File: src/rtl/lpcp_pkg.sv
package lpcp_pkg;

	// Geometry and field widths
	localparam int NUM_CAMERAS = 4;
	localparam int COORD_BITS  = 20;
	localparam int CW          = COORD_BITS + 3;      // camera-frame coordinate, signed
	localparam int CFG_W       = 16;
	localparam int SIZE_W      = 13;
	localparam int PIX_W       = 12;
	localparam int TAG_W       = 17;
	localparam int CAM_W       = 2;
	localparam int OUTC_W      = 2;
	localparam int CFG_IDX_W   = 3;
	localparam int CAM_IW      = (NUM_CAMERAS > 1) ? $clog2(NUM_CAMERAS) : 1;

	// Divider and numerator sizing
	localparam int QBITS = PIX_W;                     // one quotient bit per divider stage
	localparam int NUM_W = CFG_W + CW + 2;            // focal*x + center*z, signed
	localparam int DIV_W = CW - 1 + QBITS;            // dividend below depth << QBITS
	localparam int LAT   = 4 + QBITS;                 // transform, product, sum, range, divide

	// Stream word widths
	localparam int S_DATA_W = ((3 * COORD_BITS + TAG_W + 7) / 8) * 8;
	localparam int M_DATA_W = ((2 * PIX_W + TAG_W + 7) / 8) * 8;

	localparam logic [SIZE_W-1:0] MAX_IMAGE = SIZE_W'(4096);

	// Outcome codes
	localparam logic [OUTC_W-1:0] OUT_INSIDE  = OUTC_W'(0);
	localparam logic [OUTC_W-1:0] OUT_BEHIND  = OUTC_W'(1);
	localparam logic [OUTC_W-1:0] OUT_OUTSIDE = OUTC_W'(2);

	// Register indexes
	localparam logic [CFG_IDX_W-1:0] REG_FOCAL_X      = CFG_IDX_W'(0);
	localparam logic [CFG_IDX_W-1:0] REG_FOCAL_Y      = CFG_IDX_W'(1);
	localparam logic [CFG_IDX_W-1:0] REG_CENTER_X     = CFG_IDX_W'(2);
	localparam logic [CFG_IDX_W-1:0] REG_CENTER_Y     = CFG_IDX_W'(3);
	localparam logic [CFG_IDX_W-1:0] REG_IMAGE_WIDTH  = CFG_IDX_W'(4);
	localparam logic [CFG_IDX_W-1:0] REG_IMAGE_HEIGHT = CFG_IDX_W'(5);

	// Register reset values
	localparam logic [CFG_W-1:0]  FOCAL_X_RST      = CFG_W'(512);
	localparam logic [CFG_W-1:0]  FOCAL_Y_RST      = CFG_W'(512);
	localparam logic [CFG_W-1:0]  CENTER_X_RST     = CFG_W'(512);
	localparam logic [CFG_W-1:0]  CENTER_Y_RST     = CFG_W'(384);
	localparam logic [SIZE_W-1:0] IMAGE_WIDTH_RST  = SIZE_W'(1024);
	localparam logic [SIZE_W-1:0] IMAGE_HEIGHT_RST = SIZE_W'(768);

	// Extrinsic ROM: rotation entries are +1, -1 or 0
	localparam logic signed [1:0] R_P = 2'sb01;
	localparam logic signed [1:0] R_N = 2'sb11;
	localparam logic signed [1:0] R_0 = 2'sb00;

	localparam logic signed [1:0] ROT [NUM_CAMERAS][3][3] = '{
		'{ '{R_0, R_N, R_0}, '{R_0, R_0, R_N}, '{R_P, R_0, R_0} },
		'{ '{R_P, R_0, R_0}, '{R_0, R_0, R_N}, '{R_0, R_P, R_0} },
		'{ '{R_N, R_0, R_0}, '{R_0, R_0, R_N}, '{R_0, R_N, R_0} },
		'{ '{R_0, R_P, R_0}, '{R_0, R_0, R_N}, '{R_N, R_0, R_0} }
	};

	// Translations in 1/1024 m
	localparam logic signed [CW-1:0] TRANS [NUM_CAMERAS][3] = '{
		'{ CW'(0), CW'(-410),  CW'(-2048) },
		'{ CW'(0), CW'(-1434), CW'(-1024) },
		'{ CW'(0), CW'(-1434), CW'(-1024) },
		'{ CW'(0), CW'(-410),  CW'(-2048) }
	};

	typedef struct packed {
		logic [CFG_W-1:0]  focal_x;
		logic [CFG_W-1:0]  focal_y;
		logic [CFG_W-1:0]  center_x;
		logic [CFG_W-1:0]  center_y;
		logic [SIZE_W-1:0] image_width;
		logic [SIZE_W-1:0] image_height;
	} cfg_t;

	// Sideband that rides along the pipeline with each word
	typedef struct packed {
		logic [TAG_W-1:0]  tag;
		logic              early;    // outcome already settled
		logic [OUTC_W-1:0] code;     // settled outcome when early
	} side_t;

	typedef struct packed {
		logic [OUTC_W-1:0] outcome;
		logic [PIX_W-1:0]  pixel_u;
		logic [PIX_W-1:0]  pixel_v;
		logic [TAG_W-1:0]  tag_out;
	} res_t;

endpackage

File: src/rtl/lpcp_outbuf.sv
module lpcp_outbuf (
	input  logic             clk,
	input  logic             arst_n,
	input  logic             in_vld,
	input  lpcp_pkg::res_t   in_res,
	output logic             en,
	output logic             out_vld,
	input  logic             out_rdy,
	output lpcp_pkg::res_t   out_res
);
	import lpcp_pkg::*;

	logic out_vld_q, skid_vld_q;
	res_t out_res_q, skid_res_q;
	logic out_free, take;

	// Advance the pipeline whenever the skid slot is free
	assign en       = !skid_vld_q;
	assign take     = in_vld && en;
	assign out_free = !out_vld_q || out_rdy;

	always_ff @(posedge clk or negedge arst_n) begin
		if (!arst_n) begin
			out_vld_q  <= 1'b0;
			skid_vld_q <= 1'b0;
		end else if (out_free) begin
			out_vld_q  <= skid_vld_q || take;
			skid_vld_q <= 1'b0;
		end else if (take) begin
			skid_vld_q <= 1'b1;
		end
	end

	always_ff @(posedge clk) begin
		if (out_free) begin
			out_res_q <= skid_vld_q ? skid_res_q : in_res;
		end else if (take) begin
			skid_res_q <= in_res;
		end
	end

	assign out_vld = out_vld_q;
	assign out_res = out_res_q;

endmodule

File: config.mk
export PLATFORM = sky130hd
export DESIGN_NAME = lpcp_outbuf
export DESIGN_NICKNAME = d
export VERILOG_FILES = /design/src/rtl/lpcp_pkg.sv /design/src/rtl/lpcp_outbuf.sv
export SDC_FILE = /design/constraint.sdc
export NUM_CORES = 1
export LEC_CHECK = 0
export BUFFER_PORTS_ARGS = -buffer_cell sky130_fd_sc_hd__buf_4
export CORE_ASPECT_RATIO = 1.4
export CORE_UTILIZATION = 35
export DETAILED_ROUTE_END_ITERATION = 16
export PLACE_DENSITY = 0.54
export SLEW_MARGIN = 25
export SYNTH_ARGS = -nofsm -noshare
export SYNTH_HDL_FRONTEND = slang
export SYNTH_SLANG_ARGS = --single-unit
File: constraint.sdc
create_clock -name clk -period 12.25 [get_ports clk]
set_input_delay 2.45 -clock clk [delete_from_list [all_inputs] [get_ports clk]]
set_output_delay 2.45 -clock clk [all_outputs]
set_load 0.03 [all_outputs]
==> results.txt, run 1 <==
- Number of global-route vias before repair: 1,657
* Clock-pin transition on the worst setup and hold timing paths: 0.06 ns
* Global placement routability congestion: 0.6836
- Post-layout minimum cycle time: 4.017 ns
- The largest single stage delay on the critical path is 0.61 ns.
- In this run, synthesis produced a sequential element count of 88.
- From synthesis to final layout, the design area changed by 30.96%.
- Placed cell count: 341
- The internal power of the cells totals 0.5573 mW.
- Crit Path Class: reg -> out
- For the pin with the worst max-slew slack, the measured transition is 0.7716 ns.
* Post-Layout Cell Count: 356
* Core outline area: 9407 um^2
* Skew-Pair Late Insertion Delay: 0.33 ns
- Critical Path Most Common Cell: sky130_fd_sc_hd__buf_4
- Proportion of netlist area held by the largest area contributor: 76.61%
- Worst Clk Skew: 0.004081 ns
* Area used by multi-input combinational logic: 655.6 um^2
- The number of nets handed over by synthesis was 189.
- The run finished, with violations left.
* Kind of end point of the critical path: output port
- The net count of the finished layout is 289.
* DRC marker count from the first detailed-route iteration: 82
* Kind of start point of the critical path: flip-flop
* Leakage power figure: 1.743 nW
- In the final routed layout, each cell accounts on average for 15.68 um.
* Remaining Overflow, GRT: 0
- Detailed-route vias per instance: 4.410
* Pin count of the biggest net entering global routing: 47
- CP Data Arrival Time: 1.57 ns
* Share of layout cells above drive strength 1: 61.38%
* Setup violation total in the final timing report: 0
* First-pass GRT wire length: 8638 um
* Fill cells: 835
- Post-cts gate resize count: 0
- After synthesis, the netlist uses 12 different library cells.
* Number of diodes added for antenna fixing: 0
- Of all cell types, the one taking the most synthesized area is sky130_fd_sc_hd__edfxtp_1.
* Setup bufs post-CTS: 0
- In this run the cell area of the synthesized design comes to 3371 um^2.
- Leaving out fill and tap cells, the most frequent cell in the layout is sky130_fd_sc_hd__buf_4.
- Vertical extent of the die: 118.1 um
* Peak clock frequency supported by timing: 0.2489 GHz
* Combinational power share: 14.0%
- CTS tree: yes
- Of the total power, the share spent switching nets is 22.64%.
* Avg Synthesized Cell Area: 23.74 um^2
* Hold-fix buffer count after cts: 0
* Max-slew violation total from the final report: 0
* Initial cell density of the core: 35.83%
- Once detailed placement completed, the half-perimeter wirelength came to 3768 um.
- Number of hold violations in the final report: 0
- Power per unit of standard cell area: 163.2 nW/um^2
- FP Rows: 42
- Post-route fraction of the period consumed by the critical path: 32.79%
* Number of standard cells after synthesis: 142
* Top library cells by usage in the layout, fill and taps aside: sky130_fd_sc_hd__buf_4, sky130_fd_sc_hd__edfxtp_1, sky130_fd_sc_hd__mux2_4, sky130_fd_sc_hd__clkbuf_16, sky130_fd_sc_hd__mux2_2
- Setup repair after global routing missed its margin: no
- In this run, CTS created clock tree buffers numbering 9.
- CTS H-tree lvls: 3
- Detailed-route DRC error count: 7
* Vias after detailed routing: 1,570
- Buffers on Ports: 91
- Sorting the synthesized cells by area gives the leading types as sky130_fd_sc_hd__edfxtp_1, sky130_fd_sc_hd__mux2_4, sky130_fd_sc_hd__mux2_2, sky130_fd_sc_hd__buf_12, sky130_fd_sc_hd__dfrtp_1.
* Die X: 84.94 um
- Number of max-cap violations: 0
- Area of all sequential standard cells: 2634 um^2
- Headroom to the max-slew limit came out at 48.56%.
* I/O pin cnt: 92
- The number of antenna violations at the first check in global routing came to 0.
- The clock passes through at most 2 buffers.
- Sequential fraction of the synthesis area: 78.10%
- The floorplan step defined a die boundary enclosing 10,030 um^2.
- Switching power summed over all nets: 0.1631 mW
- Crit path max-delay cell type: sky130_fd_sc_hd__buf_4
- Class of the tightest hold or removal check: reg -> reg
* Clock share of power: 35.8%
* Required time of the critical path: 9.80 ns
* Violated checks: design-rule violations
* Warnings, synthesis: 0
- Peak supply drop: 0.07549 mV
* Wire length after detailed routing: 5582 um
- DRT antenna net count: 0
- Chain of cells forming the critical path: buf_4, inv_1, buf_4
- Sum of negative setup slack: 0 ns
- The first detailed-routing pass ran for 10 iterations.
* GRT Resource Usage Total: 11.88%
- Of all nets on the critical path, the largest fanout is 46.
* Sequential cell fraction of total power: 50.3%
- Clk Tree Root Cell: sky130_fd_sc_hd__clkbuf_16
- Clock tree sinks: 88
## layer usage
| metal | part of all wire (%) | track usage, % | up-vias |
|---|---|---|---|
| li1 | - | - | 755 |
| met1 | 38 | 13.17 | 753 |
| met2 | 54 | 20.01 | 53 |
| met3 | 5.3 | 2.805 | 9 |
| met4 | 2.3 | 7.945 | 0 |
| met5 | 0 | 0 | - |
## state kept, by name, summed over array words and instances, names as in the netlist
signal      cells
skid_vld_q      1
out_res        43
skid_res_q     43
out_vld         1
## cells in the mapped netlist
library cell,number
sky130_fd_sc_hd__buf_12,3
sky130_fd_sc_hd__buf_6,1
sky130_fd_sc_hd__buf_8,1
sky130_fd_sc_hd__dfrtp_1,2
sky130_fd_sc_hd__edfxtp_1,86
sky130_fd_sc_hd__inv_1,1
sky130_fd_sc_hd__mux2_2,6
sky130_fd_sc_hd__mux2_4,37
sky130_fd_sc_hd__nand2_1,1
sky130_fd_sc_hd__nand2b_1,1
sky130_fd_sc_hd__nor2_1,2
sky130_fd_sc_hd__nor3b_1,1
## kinds of logic (layout without fill, tap and decap cells)
group | Yosys count | in the layout | share of synthesized area [%]
buffers and inverters | 6 | 110 | 2.672
AND/OR/NAND/NOR | 5 | 5 | 0.7426
multiplexers | 43 | 43 | 18.49
flip-flops | 88 | 88 | 78.10
## power by group through the flow
stage / Sequential (mW) / Clock, mW / Combinational (mW)
2_1_floorplan: 0.398 / 0 / 0.0358
3_3_place_gp: 0.368 / 0 / 0.102
3_5_place_dp: 0.369 / 0 / 0.102
4_1_cts: 0.363 / 0.265 / 0.103
5_1_grt: 0.364 / 0.277 / 0.106
6_report: 0.362 / 0.258 / 0.101
## worst max-delay path, delay by kind of cell, from the launching register on
| kind | cells | cell delay (ns) |
|---|---|---|
| buffers and inverters | 3 | 0.89 |
| flip-flops | 1 | 0.34 |
## through the flow
| stage | hold slack (ns) | power [mW] | setup WS [ns] | util (%) | area [um^2] |
|---|---|---|---|---|---|
| global route | 0.5560 | 0.7469 | 8.137 | 46.93 | 4414 |
| global placement | 0.5291 | 0.4699 | 8.089 | 43.97 | 4136 |
| floorplan | 0.5231 | 0.4334 | 4.938 | - | 3371 |
| finish | 0.5432 | 0.7204 | 8.233 | 46.93 | 4414 |
| detailed placement | 0.5338 | 0.4715 | 8.083 | 43.97 | 4136 |
| CTS | 0.5480 | 0.7301 | 8.192 | 46.93 | 4414 |
## layout make-up
class                      instances  area share (%)
tap                              110           3.118
clock buffer                      10           5.187
timing repair buffer              94           15.99
clock inverter                     5           1.105
inverter                           1         0.08503
multi-input combinational         48           14.85
sequential                        88           59.67
## worst paths after layout
| kind | endpoint | slack [ns] | from | cells after the start |
|---|---|---|---|---|
| worst max-delay path | en | 8.23 | skid_vld_q | 3 |
| min in group asynchronous | out_vld | 1.89 | arst_n | 1 |
| worst max register to register | skid_res_q[13] | 10.40 | skid_vld_q | 3 |
| worst min-delay path | out_res[13] | 0.54 | skid_res_q[13] | 1 |
| max in group asynchronous | skid_vld_q | 10.26 | arst_n | 1 |
| worst min register to register | out_res[13] | 0.54 | skid_res_q[13] | 1 |
No activity file was read; power rests on OpenSTA's default activity.
==> run 2: changes to the inputs <==
Settings changed: ABC_AREA set to 1, PLACE_DENSITY 0.54 to 0.57.
Clock period 12.25 ns to 3.36 ns, I/O delays scaled along.
==> run 2 against run 1 <==
  * The flow now finishes without violations
  * Design area down 3.2%
  * Clock power grew to 3.6 times the previous value
  * Register-to-register slack worse by 9.3 ns
  * Global-route usage up 1.8 points
  * Highest routed layer unchanged
==> results.txt, run 2 <==
- After clock tree synthesis, the clock-pin slew on the worst setup and hold paths is 0.06 ns.
* Number of diodes added for antenna fixing: 0
- The clock reaches the later pin of the worst-skew pair after 0.33 ns.
- The detail route stage leaves a number of antenna-violating nets equal to 0.
- Number of global-route vias before repair: 1,902
* Relative max-transition margin: 44.20%
* Detailed-route vias per instance: 4.410
- CP Data Arrival Time: 1.83 ns
- In this run the cell area of the synthesized design comes to 3238 um^2.
- Worst Max-Slew Pin Slew: 0.8370 ns
- Sum of negative setup slack: 0 ns
- FFs w/ async S/R, synth: 2.273%
- Post-route fraction of the period consumed by the critical path: 74.49%
- Most common cell in the synthesized netlist: sky130_fd_sc_hd__nand2_1
* Fin Hold WS: 0.1107 ns
- Setup repair after global routing missed its margin: no
* Leakage power figure: 1.833 nW
- Static timing analysis puts the maximum clock frequency at 0.3995 GHz.
* Avg Synthesized Cell Area: 13.84 um^2
* Net count after synthesis: 281
* Vias after detailed routing: 1,945
* Post-Place Worst Slack: 1.114 ns
- For this run, the slowest stage of the critical path takes 0.91 ns.
- After legalization and detailed placement, the total HPWL measured 4043 um.
- Switching power summed over all nets: 0.6223 mW
* Most common library cell in the layout ignoring fill and taps: sky130_fd_sc_hd__nand2_1
- Global routing consumed, over all layers together, 13.64% of the routing resources.
- Most frequent cells after synthesis: sky130_fd_sc_hd__nand2_1, sky130_fd_sc_hd__edfxtp_1, sky130_fd_sc_hd__buf_6, sky130_fd_sc_hd__buf_4, sky130_fd_sc_hd__nor2_1
- Setup bufs post-CTS: 0
- The hold violation total from the final report was 0.
- In this run the critical register-to-register path is captured at skid_res_q[30].
- Top library cells by usage in the layout, fill and taps aside: sky130_fd_sc_hd__nand2_1, sky130_fd_sc_hd__buf_4, sky130_fd_sc_hd__edfxtp_1, sky130_fd_sc_hd__clkbuf_16, sky130_fd_sc_hd__clkinv_1
- Full die area: 9645 um^2
- In this run the core area contains 41 standard-cell rows.
- Setup slack closes at 0.8570 ns.
* Detailed-route DRC error count: 0
* CTS H-tree lvls: 3
* Area used by multi-input combinational logic: 516.7 um^2
* Post-layout minimum cycle time: 2.503 ns
* Chain of cells forming the critical path: inv_6, buf_4
- The tree is rooted in a sky130_fd_sc_hd__clkbuf_16.
- In the synthesized netlist, the number of instances is 234.
- No sink is reached through more buffers than the 2 on the longest clock path.
- Entering global routing, the biggest net connects 46 pins.
* Cell type contributing the most total cell area after synthesis: sky130_fd_sc_hd__edfxtp_1
- Peak supply drop: 0.3475 mV
* Warnings, synthesis: 0
- The number of pins exceeding their max-slew limit in the final report was 0.
- DRC marker count from the first detailed-route iteration: 134
- Run status: complete, no violations
* Initial cell density of the core: 36.07%
* Hold-fix buffer count after cts: 0
- Number of flip-flops and latches in the synthesized netlist: 88
- Detailed-routing iteration count for the pre-antenna-repair pass: 4
- Across all register-to-register paths, the minimum setup slack is 1.10 ns.
- Of the total power, combinational logic draws 13.2%.
- In the final design database the tool counted 376 nets.
* CTS tree: yes
- The path class of the tightest hold or removal check is in -> async.
- The placed instances occupy a cell area of 3995 um^2.
- Number of max-cap violations: 0
* Cell depth of the worst flop-to-flop path: 4
- Routed wire length per instance: 14.07 um
- The floorplan step set the die height to 115.8 um.
* Global placement routability congestion: 0.7535
- The total overflow left after global routing is 0.
* Buffers on Ports: 91
- Kind of end point of the critical path: output port
* Number of antenna violations at the first check in global routing: 0
- The number of clock buffers added by TritonCTS is 9.
- The startpoint identified for the worst register-to-register timing path is skid_vld_q.
* Setup violation total in the final timing report: 0
- Switching power as a share of total power: 23.76%
- The clock drives 88 sinks.
- After synthesis, the largest area contributor takes up 79.75% of total cell area.
- Post-cts gate resize count: 0
- Ranking of synthesized cells by area: sky130_fd_sc_hd__edfxtp_1, sky130_fd_sc_hd__nand2_1, sky130_fd_sc_hd__buf_6, sky130_fd_sc_hd__dfrtp_1, sky130_fd_sc_hd__buf_4
- For this run, the leading register cell type out of synthesis is sky130_fd_sc_hd__edfxtp_1.
* Kind of start point of the critical path: flip-flop
* Core outline area: 8977 um^2
- Required time of the critical path: 2.69 ns
* First-pass GRT wire length: 9584 um
- Cell internal power was estimated by the tool at 1.997 mW.
- For this design, the slowest cell found on the critical path is sky130_fd_sc_hd__dfrtp_2.
* Worst Clk Skew: 0.006353 ns
- Sequential cell fraction of total power: 51.2%
- The synthesized netlist contains 8 unique library cells.
- The layout has 817 filler cells.
- Power per unit of standard cell area: 612.8 nW/um^2
* Maximum fanout encountered on the critical timing path: 45
- Area of all sequential standard cells: 2634 um^2
* Total power of the final layout: 2.619 mW
- In this run the count of I/O pins placed on the die edge is 92.
- Cells with a size suffix above 1 make up 32.34% of the layout.
- The area growth from synthesis to layout is 31.99%.
- The finished cells cover 4274 um^2.
* Die X: 83.29 um
- The synthesized design contains 86 enable-type register cells.
- Sequential fraction of the synthesis area: 81.30%
- Clock share of power: 35.6%
- The critical path is of the reg -> out type.
- After detailed routing, the total wire length is 6204 um.
==> run 2: cell families (layout without fill, tap and decap cells) <==
family / count (synthesis) / count (layout) / share of synthesized area (%)
flops: 88 / 88 / 81.30
buf+inv: 11 / 111 / 3.052
simple gates: 135 / 135 / 15.65
==> run 2: worst max path at each step <==
stage	start	slack [ns]	to	cells after the start
2_1_floorplan	out_rdy	0.45	skid_res_q[0]	3
3_3_place_gp	skid_vld_q	1.13	skid_res_q[38]	4
3_5_place_dp	skid_vld_q	1.11	skid_res_q[31]	4
4_1_cts	skid_vld_q	0.84	en	2
5_1_grt	skid_vld_q	0.74	en	2
6_report	skid_vld_q	0.86	en	2
==> run 2: through the flow <==
step / util (%) / instances
CTS: 47.61 / 441
finish: 47.61 / 441
detailed placement: 44.50 / 425
global route: 47.61 / 441
floorplan: - / 234
global placement: 44.50 / 425
==> run 2: power groups by stage <==
stage	registers [mW]	logic [mW]	clock network (mW)
finish	1.34	0.346	0.931
global route	1.35	0.375	1.00
CTS	1.34	0.352	0.963
detailed placement	1.37	0.351	0
global placement	1.37	0.346	0
floorplan	1.47	0.0983	0
==> run 2: final cells by class <==
class	count	area share (%)
Clock buffer	10	5.357
Multi-Input combinational cell	135	12.09
Clock inverter	6	1.171
Sequential cell	88	61.62
Inverter	2	0.2927
Timing Repair Buffer	93	16.33
Tap cell	107	3.132
==> run 2: worst max-delay path, delay by kind of cell, from the launching register on <==
kind / cells / cell delay (ns)
flops: 1 / 0.91
buf+inv: 2 / 0.55
==> run 2: layer usage <==
metal	vias to the layer above	track usage (%)	share of wire, %
met1	910	15.01	40
met3	7	4.416	4.7
met5	-	0	0
li1	980	-	-
met2	48	23.50	53
met4	0	7.586	2.3
